===== src/sv/acdr_pkg.sv =====
// ----------------------------------------------------------------------------
// acdr_pkg: shared constants and types for the averaged current duty regulator
// Widths of the sample ring, the scaling datapath and the current divider.
// ----------------------------------------------------------------------------
`default_nettype none

package acdr_pkg;

  localparam int FILTER_DEPTH = 32;
  localparam int PWM_BITS     = 9;
  localparam int ADC_BITS     = 12;

  localparam int PTR_BITS   = (FILTER_DEPTH > 1) ? $clog2(FILTER_DEPTH) : 1;
  localparam int COUNT_BITS = $clog2(FILTER_DEPTH + 1);
  localparam int SUM_BITS   = $clog2((2**ADC_BITS - 1) * FILTER_DEPTH + 1);

  localparam int CUR_BITS    = 14;
  localparam int TARGET_BITS = 14;
  localparam int GAIN_BITS   = 16;
  localparam int SCALE_BITS  = 16;
  localparam int SCALE_FRAC  = 12;
  localparam int DUTY_FRAC   = 16;
  localparam int PCT_BITS    = 7;
  localparam int PCT_FULL    = 100;

  localparam int CUR_MAX    = 2**CUR_BITS - 1;
  localparam int DUTY_MAX   = 2**PWM_BITS - 1;
  localparam int DUTY_START = (255 > DUTY_MAX) ? DUTY_MAX : 255;

  // scaling product and its rounded, shifted form
  localparam int PROD_BITS = SUM_BITS + SCALE_BITS;
  localparam int NUM2_BITS = PROD_BITS + 1 - SCALE_FRAC;

  // duty accumulator and percent path
  localparam int ACC_BITS   = PWM_BITS + DUTY_FRAC;
  localparam int PM_BITS    = ACC_BITS + 7;
  localparam int PCTX_BITS  = PM_BITS + 1 - DUTY_FRAC;
  localparam int ERR_BITS   = CUR_BITS + 1;
  localparam int EPROD_BITS = ERR_BITS + GAIN_BITS + 1;
  localparam int SUMA_BITS  = EPROD_BITS + 1;

  // divide by full-scale duty as a reciprocal multiply, exact over PCTX_BITS
  localparam int PCT_SHIFT  = PCTX_BITS + PWM_BITS;
  localparam int PCT_RECIP  = (2**PCT_SHIFT + DUTY_MAX - 1) / DUTY_MAX;
  localparam int RECIP_BITS = $clog2(PCT_RECIP + 1);
  localparam int PQ_BITS    = PCTX_BITS + RECIP_BITS;

  // current divider
  localparam int DIV_W     = NUM2_BITS;
  localparam int DVS_W     = COUNT_BITS;
  localparam int QUO_BITS  = CUR_BITS;
  localparam int STEP_BITS = $clog2(QUO_BITS + 1);
  localparam int RM_W      = (DIV_W > DVS_W + QUO_BITS) ? DIV_W : DVS_W + QUO_BITS;

  // configuration port
  localparam int CFG_IDX_BITS  = 3;
  localparam int CFG_DATA_BITS = 16;

  localparam logic [CFG_IDX_BITS-1:0] CFG_TARGET = 3'd0;
  localparam logic [CFG_IDX_BITS-1:0] CFG_GAIN   = 3'd1;
  localparam logic [CFG_IDX_BITS-1:0] CFG_SCALE  = 3'd2;
  localparam logic [CFG_IDX_BITS-1:0] CFG_REGEN  = 3'd3;
  localparam logic [CFG_IDX_BITS-1:0] CFG_FIXED  = 3'd4;

  typedef struct packed {
    logic rd;    // read the slot under the pointer
    logic upd;   // write the new sample, update sum and pointer
  } ring_ctl_t;

  typedef struct packed {
    logic                 start;
    logic [DIV_W-1:0]     dividend;
    logic [DVS_W-1:0]     divisor;
    logic [STEP_BITS-1:0] steps;
  } div_req_t;

endpackage

`default_nettype wire


===== src/sv/acdr_ring.sv =====
// ----------------------------------------------------------------------------
// acdr_ring: moving-average sample ring
// Synchronous sample memory with per-entry valid bits, ring pointer, running
// sum, fill flag and the sample count used as the averaging divisor.
// ----------------------------------------------------------------------------
`default_nettype none

module acdr_ring
  import acdr_pkg::*;
(
  input  wire logic                  clk_i,
  input  wire logic                  rst_ni,
  input  wire ring_ctl_t             ctl_i,
  input  wire logic [ADC_BITS-1:0]   sample_i,
  output logic      [SUM_BITS-1:0]   sum_o,
  output logic      [COUNT_BITS-1:0] count_o,
  output logic                       filled_o
);

  logic [ADC_BITS-1:0]     mem [FILTER_DEPTH];
  logic [ADC_BITS-1:0]     rd_data_q;
  logic [FILTER_DEPTH-1:0] vld_q;
  logic [PTR_BITS-1:0]     ptr_q, ptr_d;
  logic [SUM_BITS-1:0]     sum_q, sum_d;
  logic [COUNT_BITS-1:0]   count_q, count_d;
  logic                    filled_q, filled_d;
  logic [ADC_BITS-1:0]     old_w;
  logic                    wrap_w;

  always_ff @(posedge clk_i) begin
    if (ctl_i.rd) begin
      rd_data_q <= mem[ptr_q];
    end
    if (ctl_i.upd) begin
      mem[ptr_q] <= sample_i;
    end
  end

  // never-written entries read as zero
  assign old_w  = vld_q[ptr_q] ? rd_data_q : '0;
  assign wrap_w = (ptr_q == PTR_BITS'(FILTER_DEPTH - 1));

  always_comb begin
    sum_d    = sum_q - SUM_BITS'(old_w) + SUM_BITS'(sample_i);
    ptr_d    = wrap_w ? '0 : PTR_BITS'(ptr_q + 1'b1);
    filled_d = filled_q | wrap_w;
    count_d  = filled_d ? COUNT_BITS'(FILTER_DEPTH)
                        : COUNT_BITS'(COUNT_BITS'(ptr_q) + 1'b1);
  end

  always_ff @(posedge clk_i or negedge rst_ni) begin
    if (!rst_ni) begin
      vld_q    <= '0;
      ptr_q    <= '0;
      sum_q    <= '0;
      count_q  <= COUNT_BITS'(1);
      filled_q <= 1'b0;
    end else if (ctl_i.upd) begin
      vld_q[ptr_q] <= 1'b1;
      ptr_q        <= ptr_d;
      sum_q        <= sum_d;
      count_q      <= count_d;
      filled_q     <= filled_d;
    end
  end

  assign sum_o    = sum_q;
  assign count_o  = count_q;
  assign filled_o = filled_q;

endmodule

`default_nettype wire


===== src/sv/acdr_div.sv =====
// ----------------------------------------------------------------------------
// acdr_div: restoring divider
// One quotient bit per cycle; the caller gives the number of quotient bits
// and guarantees the dividend is below divisor << steps.
// ----------------------------------------------------------------------------
`default_nettype none

module acdr_div
  import acdr_pkg::*;
(
  input  wire logic                clk_i,
  input  wire logic                rst_ni,
  input  wire div_req_t            req_i,
  output logic                     busy_o,
  output logic      [QUO_BITS-1:0] quo_o
);

  logic                 busy_q;
  logic [STEP_BITS-1:0] cnt_q;
  logic [RM_W-1:0]      rem_q;
  logic [RM_W-1:0]      dsh_q;
  logic [QUO_BITS-1:0]  quo_q;
  logic                 ge_w;

  assign ge_w = (rem_q >= dsh_q);

  always_ff @(posedge clk_i or negedge rst_ni) begin
    if (!rst_ni) begin
      busy_q <= 1'b0;
      cnt_q  <= '0;
    end else if (req_i.start) begin
      busy_q <= 1'b1;
      cnt_q  <= req_i.steps;
    end else if (busy_q) begin
      cnt_q <= STEP_BITS'(cnt_q - 1'b1);
      if (cnt_q == STEP_BITS'(1)) begin
        busy_q <= 1'b0;
      end
    end
  end

  always_ff @(posedge clk_i) begin
    if (req_i.start) begin
      rem_q <= RM_W'(req_i.dividend);
      dsh_q <= RM_W'(req_i.divisor) << (req_i.steps - 1'b1);
      quo_q <= '0;
    end else if (busy_q) begin
      if (ge_w) begin
        rem_q <= rem_q - dsh_q;
      end
      dsh_q <= dsh_q >> 1;
      quo_q <= {quo_q[QUO_BITS-2:0], ge_w};
    end
  end

  assign busy_o = busy_q;
  assign quo_o  = quo_q;

endmodule

`default_nettype wire


===== src/sv/averaged_current_duty_regulator.sv =====
// ----------------------------------------------------------------------------
// averaged_current_duty_regulator: moving-average current regulator
// Averages shunt samples over a ring, scales to mA and integrates the error
// into a clamped Q9.16 duty; reports current, PWM duty, percent and fill.
// ----------------------------------------------------------------------------
//  channel   signals                                   dir
//  in        in_valid_i, in_stall_o, adc_sample_i      sample in
//  out       out_valid_o, out_stall_i, measured_current_ma_o,
//            pwm_duty_o, duty_percent_o, filter_full_o result out
//  cfg       cfg_valid_i, cfg_ready_o, cfg_index_i, cfg_data_i  register write
//
//  One transaction at a time: the result is loaded into the output register
//  before the next sample is taken; a saturating current skips the divider.
//  The current divider sets the pace with its 14 quotient bits; the rest is
//  one memory read, four multiplies, the accumulate and the load.
//  Reset clears the ring valid bits at once, so no clearing pass. A stalled
//  result is held in the output register while the next sample goes on.
// ----------------------------------------------------------------------------
`default_nettype none

module averaged_current_duty_regulator
  import acdr_pkg::*;
(
  input  wire logic                     clk_i,
  input  wire logic                     rst_ni,
  input  wire logic                     in_valid_i,
  output logic                          in_stall_o,
  input  wire logic [ADC_BITS-1:0]      adc_sample_i,
  output logic                          out_valid_o,
  input  wire logic                     out_stall_i,
  output logic      [CUR_BITS-1:0]      measured_current_ma_o,
  output logic      [PWM_BITS-1:0]      pwm_duty_o,
  output logic      [PCT_BITS-1:0]      duty_percent_o,
  output logic                          filter_full_o,
  input  wire logic                     cfg_valid_i,
  output logic                          cfg_ready_o,
  input  wire logic [CFG_IDX_BITS-1:0]  cfg_index_i,
  input  wire logic [CFG_DATA_BITS-1:0] cfg_data_i
);

  localparam logic [3:0] S_IDLE = 4'd0;
  localparam logic [3:0] S_READ = 4'd1;
  localparam logic [3:0] S_MUL  = 4'd2;
  localparam logic [3:0] S_NORM = 4'd3;
  localparam logic [3:0] S_DIVC = 4'd4;
  localparam logic [3:0] S_ERR  = 4'd5;
  localparam logic [3:0] S_ACC  = 4'd6;
  localparam logic [3:0] S_PCT  = 4'd7;
  localparam logic [3:0] S_PCTD = 4'd8;
  localparam logic [3:0] S_OUT  = 4'd9;

  localparam logic signed [SUMA_BITS-1:0] ACC_TOP_S =
    SUMA_BITS'(DUTY_MAX) << DUTY_FRAC;
  localparam logic [ACC_BITS-1:0] ACC_TOP   = ACC_BITS'(DUTY_MAX) << DUTY_FRAC;
  localparam logic [ACC_BITS-1:0] ACC_RESET = ACC_BITS'(DUTY_START) << DUTY_FRAC;
  localparam int                  SATW      = NUM2_BITS + CUR_BITS;

  // configuration registers
  logic [TARGET_BITS-1:0] target_q;
  logic [GAIN_BITS-1:0]   gain_q;
  logic [SCALE_BITS-1:0]  scale_q;
  logic                   regen_q;
  logic [PWM_BITS-1:0]    fixed_q;

  logic [3:0]                    state_q, state_d;
  logic [ADC_BITS-1:0]           sample_q;
  logic [PROD_BITS-1:0]          prod_q;
  logic [CUR_BITS-1:0]           cur_q;
  logic signed [EPROD_BITS-1:0]  eprod_q;
  logic [ACC_BITS-1:0]           acc_q, acc_d;
  logic [PM_BITS-1:0]            pm_q;
  logic [PQ_BITS-1:0]            pq_q;

  logic                  out_valid_q;
  logic [CUR_BITS-1:0]   out_cur_q;
  logic [PWM_BITS-1:0]   out_duty_q;
  logic [PCT_BITS-1:0]   out_pct_q;
  logic                  out_full_q;

  ring_ctl_t             ring_ctl;
  logic [SUM_BITS-1:0]   ring_sum;
  logic [COUNT_BITS-1:0] ring_count;
  logic                  ring_filled;

  div_req_t              div_req;
  logic                  div_busy;
  logic [QUO_BITS-1:0]   div_quo;

  logic                         in_acc_w;
  logic                         out_free_w;
  logic [PROD_BITS:0]           num_w;
  logic [NUM2_BITS-1:0]         num2_w;
  logic                         sat_w;
  logic signed [ERR_BITS-1:0]   err_w;
  logic signed [SUMA_BITS-1:0]  accs_w;
  logic [PM_BITS:0]             pmr_w;
  logic [PCTX_BITS-1:0]         pctx_w;

  assign in_stall_o  = (state_q != S_IDLE);
  assign in_acc_w    = in_valid_i && !in_stall_o;
  assign out_free_w  = !out_valid_q || !out_stall_i;
  assign cfg_ready_o = 1'b1;

  acdr_ring u_ring (
    .clk_i    (clk_i),
    .rst_ni   (rst_ni),
    .ctl_i    (ring_ctl),
    .sample_i (sample_q),
    .sum_o    (ring_sum),
    .count_o  (ring_count),
    .filled_o (ring_filled)
  );

  acdr_div u_div (
    .clk_i  (clk_i),
    .rst_ni (rst_ni),
    .req_i  (div_req),
    .busy_o (div_busy),
    .quo_o  (div_quo)
  );

  // rounding folded in before the shift: floor((p + c*2048) / 4096) / c
  assign num_w  = {1'b0, prod_q}
                + ((PROD_BITS + 1)'(ring_count) << (SCALE_FRAC - 1));
  assign num2_w = num_w[PROD_BITS:SCALE_FRAC];
  assign sat_w  = (SATW'(num2_w) >= (SATW'(ring_count) << CUR_BITS));

  assign err_w  = $signed({1'b0, target_q}) - $signed({1'b0, cur_q});
  assign accs_w = SUMA_BITS'($signed({1'b0, acc_q})) + SUMA_BITS'(eprod_q);

  always_comb begin
    if (accs_w < 0) begin
      acc_d = '0;
    end else if (accs_w > ACC_TOP_S) begin
      acc_d = ACC_TOP;
    end else begin
      acc_d = accs_w[ACC_BITS-1:0];
    end
  end

  assign pmr_w  = {1'b0, pm_q} + ((PM_BITS + 1)'(DUTY_MAX) << (DUTY_FRAC - 1));
  assign pctx_w = pmr_w[PM_BITS:DUTY_FRAC];

  always_comb begin
    state_d          = state_q;
    ring_ctl.rd      = 1'b0;
    ring_ctl.upd     = 1'b0;
    div_req.start    = 1'b0;
    div_req.dividend = DIV_W'(num2_w);
    div_req.divisor  = DVS_W'(ring_count);
    div_req.steps    = STEP_BITS'(CUR_BITS);
    case (state_q)
      S_IDLE: begin
        if (in_acc_w) begin
          ring_ctl.rd = 1'b1;
          state_d     = S_READ;
        end
      end
      S_READ: begin
        ring_ctl.upd = 1'b1;
        state_d      = S_MUL;
      end
      S_MUL:  state_d = S_NORM;
      S_NORM: begin
        if (sat_w) begin
          state_d = S_ERR;
        end else begin
          div_req.start = 1'b1;
          state_d       = S_DIVC;
        end
      end
      S_DIVC: begin
        if (!div_busy) begin
          state_d = S_ERR;
        end
      end
      S_ERR:  state_d = S_ACC;
      S_ACC:  state_d = S_PCT;
      S_PCT:  state_d = S_PCTD;
      S_PCTD: state_d = S_OUT;
      S_OUT: begin
        if (out_free_w) begin
          state_d = S_IDLE;
        end
      end
      default: state_d = S_IDLE;
    endcase
  end

  always_ff @(posedge clk_i or negedge rst_ni) begin
    if (!rst_ni) begin
      state_q     <= S_IDLE;
      out_valid_q <= 1'b0;
      acc_q       <= ACC_RESET;
      target_q    <= TARGET_BITS'(1000);
      gain_q      <= GAIN_BITS'(6554);
      scale_q     <= SCALE_BITS'(10429);
      regen_q     <= 1'b0;
      fixed_q     <= PWM_BITS'(255);
    end else begin
      state_q <= state_d;
      if (state_q == S_ACC) begin
        acc_q <= acc_d;
      end
      if (state_q == S_OUT && state_d == S_IDLE) begin
        out_valid_q <= 1'b1;
      end else if (!out_stall_i) begin
        out_valid_q <= 1'b0;
      end
      if (cfg_valid_i) begin
        case (cfg_index_i)
          CFG_TARGET: target_q <= cfg_data_i[TARGET_BITS-1:0];
          CFG_GAIN:   gain_q   <= cfg_data_i[GAIN_BITS-1:0];
          CFG_SCALE:  scale_q  <= cfg_data_i[SCALE_BITS-1:0];
          CFG_REGEN:  regen_q  <= cfg_data_i[0];
          CFG_FIXED:  fixed_q  <= cfg_data_i[PWM_BITS-1:0];
          default: ;
        endcase
      end
    end
  end

  // datapath registers
  always_ff @(posedge clk_i) begin
    if (in_acc_w) begin
      sample_q <= adc_sample_i;
    end
    if (state_q == S_MUL) begin
      prod_q <= PROD_BITS'(ring_sum) * PROD_BITS'(scale_q);
    end
    if (state_q == S_NORM && sat_w) begin
      cur_q <= CUR_BITS'(CUR_MAX);
    end else if (state_q == S_DIVC && !div_busy) begin
      cur_q <= div_quo;
    end
    if (state_q == S_ERR) begin
      eprod_q <= EPROD_BITS'(err_w) * EPROD_BITS'($signed({1'b0, gain_q}));
    end
    if (state_q == S_PCT) begin
      pm_q <= PM_BITS'(acc_q) * PM_BITS'(PCT_FULL);
    end
    if (state_q == S_PCTD) begin
      pq_q <= PQ_BITS'(pctx_w) * PQ_BITS'(PCT_RECIP);
    end
    if (state_q == S_OUT && state_d == S_IDLE) begin
      out_cur_q  <= cur_q;
      out_duty_q <= regen_q ? acc_q[ACC_BITS-1:DUTY_FRAC] : fixed_q;
      out_pct_q  <= pq_q[PCT_SHIFT +: PCT_BITS];
      out_full_q <= ring_filled;
    end
  end

  assign out_valid_o           = out_valid_q;
  assign measured_current_ma_o = out_cur_q;
  assign pwm_duty_o            = out_duty_q;
  assign duty_percent_o        = out_pct_q;
  assign filter_full_o         = out_full_q;

endmodule

`default_nettype wire


===== config.mk =====
export PLATFORM = sky130hd
export DESIGN_NAME = averaged_current_duty_regulator
export DESIGN_NICKNAME = d
export VERILOG_FILES = /design/src/sv/acdr_pkg.sv /design/src/sv/acdr_ring.sv /design/src/sv/acdr_div.sv /design/src/sv/averaged_current_duty_regulator.sv
export SDC_FILE = /design/constraint.sdc
export NUM_CORES = 2
export LEC_CHECK = 0
export BUFFER_PORTS_ARGS = -buffer_cell sky130_fd_sc_hd__buf_4
export CAP_MARGIN = 20
export CORE_MARGIN = 10
export CORE_UTILIZATION = 41
export DETAILED_ROUTE_END_ITERATION = 10
export GPL_TIMING_DRIVEN = 0
export PLACE_DENSITY = 0.59
export SETUP_SLACK_MARGIN = 0.4
export SYNTH_ARGS = -nofsm -noshare
export SYNTH_HDL_FRONTEND = slang
export SYNTH_SLANG_ARGS = --single-unit

===== constraint.sdc =====
create_clock -name clk_i -period 8 [get_ports clk_i]
set_input_delay 1.2 -clock clk_i [delete_from_list [all_inputs] [get_ports clk_i]]
set_output_delay 1.2 -clock clk_i [all_outputs]
set_load 0.03 [all_outputs]

# [After elaboration in Yosys (flattened, before gate mapping)]
# Memories as Yosys holds them, arrays and structs flattened. A register that Yosys moved wholly into a read port is not among the register bits.
# Cells that the tools add are included.
[totals] register_bits=392 mem_bits_rw=384 output_inout_bits=34 word_cells=124 mem_count=1
[op_classes] addsub=10 multipliers=4 n_lt_le_gt_ge=6 eq_ne=16 muxes=34 bitwise=2 reduce_logical=22
[mem_list] name="u_ring.mem" depth=32 width=12 read_ports=1 rd_ports_with_merged_regs=1 wr=1 line_no="acdr_ring.sv:20" text="logic [ADC_BITS-1:0] mem [FILTER_DEPTH];"
[op_table] operator="$mux W22" count=3
[op_table] operator="$mux W25" count=2
[op_table] operator="$pmux W4 S10" count=1
[op_table] operator="$mux W19" count=2
[op_table] operator="$add A33 B17 Y34" count=1
[op_table] operator="$add A26 B32 Y33" count=1
[op_table] operator="$add A32 B24 Y33 const B" count=1
[op_table] operator="$gt A33 B26 Y1 const B" count=1
[op_table] operator="$lt A33 B1 Y1 const B" count=1
[op_table] operator="$mul A17 B16 Y33" count=1
[op_table] operator="$mul A17 B18 Y33 const B" count=1
[op_table] operator="$mul A15 B17 Y32" count=1
[op_table] operator="$or A32 B32 Y32" count=1
[op_table] operator="$mul A25 B5 Y30 const B" count=1
[op_table] operator="$ge A22 B19 Y1" count=1
[op_table] operator="$ge A22 B20 Y1" count=1
[op_table] operator="$sub A22 B19 Y22" count=1
[op_table] operator="$mux W4" count=5
[op_table] operator="$add A17 B12 Y17" count=1
[op_table] operator="$sub A17 B12 Y17" count=1
[op_table] operator="$eq A4 B3 Y1 const B" count=4
[op_table] operator="$mux W1" count=15
[op_table] operator="$sub A14 B14 Y15" count=1
[op_table] operator="$mux W12" count=1
[op_table] operator="other kinds (27)" count=45

# [Depth between registers and ports, before layout]
[depth] depth_word=8 depth_mapped=36

# [Hierarchy]
# A second synthesis with hierarchy kept.
[unflattened] cells_unflattened=4667 hier_area_um2=53869.2
[modules_own_cells] mod="averaged_current_duty_regulator" n_inst=1 cells_per_inst=3209 area_per_inst_um2=31053.5 seq_area_each_um2=6112.1
[modules_own_cells] mod="acdr_ring" n_inst=1 cells_per_inst=1017 area_per_inst_um2=18760.5 seq_area_each_um2=13419.1
[modules_own_cells] mod="acdr_div" n_inst=1 cells_per_inst=441 area_per_inst_um2=4055.1 seq_area_each_um2=1696.6

# [Least setup slack after synthesis]
# Ideal clock, no wire load.
[synth_timing] kind="register to register" from="register target_q[0]" to="register eprod_q[30] (data pin)" arrival_time_ps=7955 slack_ps=-217 stages_incl_launch_ff=35 path_buffers=1 synth_period_minus_slack_ps=8217 cell_sequence="dfrtp_1 > inv_1 > ha_1 > fa_1 > nor2b_1 > o21ai_0 > a21boi_0 > o21ai_0 > a21boi_0 > o21ai_0 > nor2b_1 > xnor2_1 > clkbuf_1 > nand2_1 > fa_1 > inv_1 > fa_1 > inv_1 > fa_1 > inv_1 > fa_1 > fa_1 > inv_1 > fa_1 > inv_1 > ha_1 > and3_1 > a31oi_1 > o221ai_1 > nand2_1 > a21oi_1 > and4_1 > a2111oi_0 > a21oi_1 > xor2_1"
[synth_between] elab_chain_cells=2
[synth_lines] item="start: declaration" line_no="averaged_current_duty_regulator.sv:59" text="logic [TARGET_BITS-1:0] target_q;"
[synth_lines] item="start signal: assignment" line_no="averaged_current_duty_regulator.sv:212" text="CFG_TARGET: target_q <= cfg_data_i[TARGET_BITS-1:0];"
[synth_lines] item="$sub A14 B14 Y15" line_no="averaged_current_duty_regulator.sv:128" text="assign err_w = $signed({1'b0, target_q}) - $signed({1'b0, cur_q});"
[synth_lines] item="$mul A15 B17 Y32" line_no="averaged_current_duty_regulator.sv:237" text="eprod_q <= EPROD_BITS'(err_w) * EPROD_BITS'($signed({1'b0, gain_q}));"
[synth_lines] item="end signal: assignment" line_no="averaged_current_duty_regulator.sv:237"
[synth_lines] item="end: declaration" line_no="averaged_current_duty_regulator.sv:69" text="logic signed [EPROD_BITS-1:0] eprod_q;"
# Every way passes these cells.
# A chain may end at the register's enable or synchronous reset.

# [Worst setup path after layout]
# Same ends and word-level chain as after synthesis.

==> results.toml <==
[outcome]
run_status = "finished, final reports clean"

[floorplan]
boundaryPins = 70
row_count = 131
die_w_um = 379
core_um2 = 128000
start_util = 0.413
die_h_um = 379
dieArea_um2 = 143000

[clock_tree]
cts_tree = "yes"
clk_path_buf_depth = 3
cts_buffers = 82
cts.sinks = 738
clkTransAtPathRegs_ps = 60
cts_root_buf = "clkbuf_16"
ctsHoldBuffers = 0
clock_latency_ps = 720
cts_htree_levels = 3

[yosys]
synth.area.mux_share = 0.0638
syn_area_um2 = 52700
synthXorXnorAreaFrac = 0.0271
synth-edff-count = 545
ys_ff_latch = 738
yosys.area_share.simple = 0.116
synth_top_family_by_area = "adder cells"
synthFlopType = "edfxtp_1"
syn-mean-instance-area_um2 = 11.5
ys_seq_area_frac = 0.399
ys_types = 89
synth_adder_area_share = 0.267
async_flop_share = 0.206
synthCells = 4583
yosys_warnings = 0
syn_nets = 5489
synth-compound-area-share = 0.0659

[global_route]
grt_use_total = 0.190
antenna_found_initial = 6
grt_pass1_wl_um = 211000
grt-ovfl-total = 0
grt_max_degree = 97
grt_pass1_vias = 35975

[layout]
drive_gt1_frac = 0.153
mostFrequentLayoutCells = "inv_1 (670), edfxtp_1 (545), nand2_1 (454)"
mostFrequentLayoutCell = "inv_1"
nNetsFinal = 5768
final_cell_area_um2 = 60400
synthToLayoutAreaGrowth_pct = 14.6

[detailed_routing]
drt-total-wl_um = 136000
antenna_left = 0
drc_errors = 0
dr_total_vias = 34854
dr.pass1.iters = 5
vias_per_cell = 5.28
drtIter0Drc = 2587
routedWlPerCell_um = 20.6

[sta]
setup_viol = 0
max_slew_margin = 0.294
hold_viol = 0
post-route-period-util = 0.995
finClkSkew_ps = 63.6
tightest_slew_ps = 1050
report.final.slew_viol_count = 0
clock.fmax_mhz = 126
period_minus_slack_ps = 7960
grt_setup_unrepaired = "yes"

[worst_setup_path]
worstSetupEndpointType = "flop"
max_stage_delay_ps = 530
path_class = "reg -> reg"
cp.required_ps = 8430
critPathSlowestCell = "fa_1"
start_kind = "flop"
crit_top_cell = "fa_1"
reg2reg_to = "eprod_q[30]"
r2r_cells = 35
cp.arrival_ps = 8390
ff2ff_setup_slack_ps = 40
crit_start = "target_q[0]"
crit_path_max_fanout = 6
endpoint = "eprod_q[30]"
reg2reg_from = "target_q[0]"

[hold_path]
hp-class = "reg -> reg"

[place]
dpl_cell_area_um2 = 56300
io_buffer_count = 68
place.gp.congestion = 0.923
place_hpwl_um = 105000

[flow_run]
maxCapViolations = 0
==> routing by layer <==
layer  share of wire  global-route usage  vias to the layer above
met5         0.00016                   0                        -
met2            0.47               0.315                     1024
met3           0.059              0.0283                      210
met1            0.44               0.258                    17496
li1                -                   -                    16120
met4           0.030              0.0542                        4
==> through the flow <==
step / setup TNS, ps / hold WS, ps / worst slack (ps) / util / std cells
2_1_floorplan: 0 / 400 / 404 / - / 4583
3_3_place_gp: -11400 / 402 / -1120 / 0.434 / 6313
3_5_place_dp: -9310 / 406 / -1070 / 0.441 / 6374
4_1_cts: 0 / 404 / 186 / 0.469 / 6572
5_1_grt: -421 / 424 / -164 / 0.473 / 6594
6_report: 0 / 418 / 38.9 / 0.473 / 6595
==> synthesized netlist by cell type (35+ instances only) <==
master,n,area share
dfrtp_1,114,0.054
and2_1,199,0.024
dfxtp_1,41,0.016
nor3_1,42,0.0040
fa_1,424,0.16
a21oi_1,116,0.011
xor2_1,70,0.012
a21o_1,56,0.0080
dfstp_2,38,0.019
nand2b_1,35,0.0042
nor2b_1,38,0.0045
nand3_1,56,0.0053
mux2_2,64,0.014
edfxtp_1,545,0.31
clkbuf_1,146,0.010
xnor2_1,93,0.015
inv_1,684,0.049
or2_2,54,0.0064
o21ai_0,107,0.010
a22oi_1,53,0.0075
ha_1,446,0.11
nand2_1,461,0.033
mux4_2,104,0.044
nor2_1,207,0.015
==> worst max-delay path: cells and delay by family (launching register included) <==
kind,cells,cell delay (ps)
buf+inv,6,520
simple gates,5,590
flops,1,330
xor+xnor,2,450
compound gates,13,2140
fa+ha+maj,9,3680
==> cell families (layout without fill, tap and decap cells) <==
family	count (synthesis)	count (layout)
and+or+nand+nor	1247	1247
adders and majority gates	870	870
buffers and inverters	852	1201
DFF	738	738
AOI/OAI and AO/OA	514	514
muxes	198	198
xor gates and xnor gates	163	163
other	1	2
==> flip-flops by register name (all words and copies together), names as in the netlist, 14 cells and up <==
name	count
u_ring.sum_o	17
acc_q	25
eprod_q	32
measured_current_ma_o	14
u_ring.vld_q	32
gain_q	16
target_q	14
pm_q	17
u_ring.mem	384
u_div.rem_q	22
scale_q	16
u_div.dsh_q	19
u_div.quo_o	14
prod_q	22
cur_q	14
==> worst min path at each step <==
| stage | cells after the start | slack (ps) | from | end |
|---|---|---|---|---|
| floorplan | 0 | 400 | pq_q[26] | duty_percent_o[0] |
| global placement | 0 | 400 | pq_q[26] | duty_percent_o[0] |
| detailed placement | 0 | 410 | pq_q[32] | duty_percent_o[6] |
| CTS | 1 | 400 | rst_ni | acc_q[11] |
| global route | 1 | 420 | rst_ni | acc_q[11] |
| finish | 0 | 420 | pq_q[29] | duty_percent_o[3] |
==> cell type report <==
class	count	area (um2)
clock inverter	41	568
clock buffer	113	2260
timing repair buffer	195	1960
tap	1662	2080
buffer	168	766
inverter	684	2570
multi-input combinational	2993	29200
antenna	1	2.50
fill	11488	67300
sequential	738	21000
==> timing repair <==
action | in CTS | in global routing
buffers inserted | 44 | 16
pin swaps | 57 | 44
gates resized for setup | 118 | 75
hold endpoints to repair | 0 | 0
setup endpoints to repair | 26 | 24
Power is left out: the tool's default activity adds up to more than one toggle a clock period on the data nets, which glitch-free logic cannot reach.
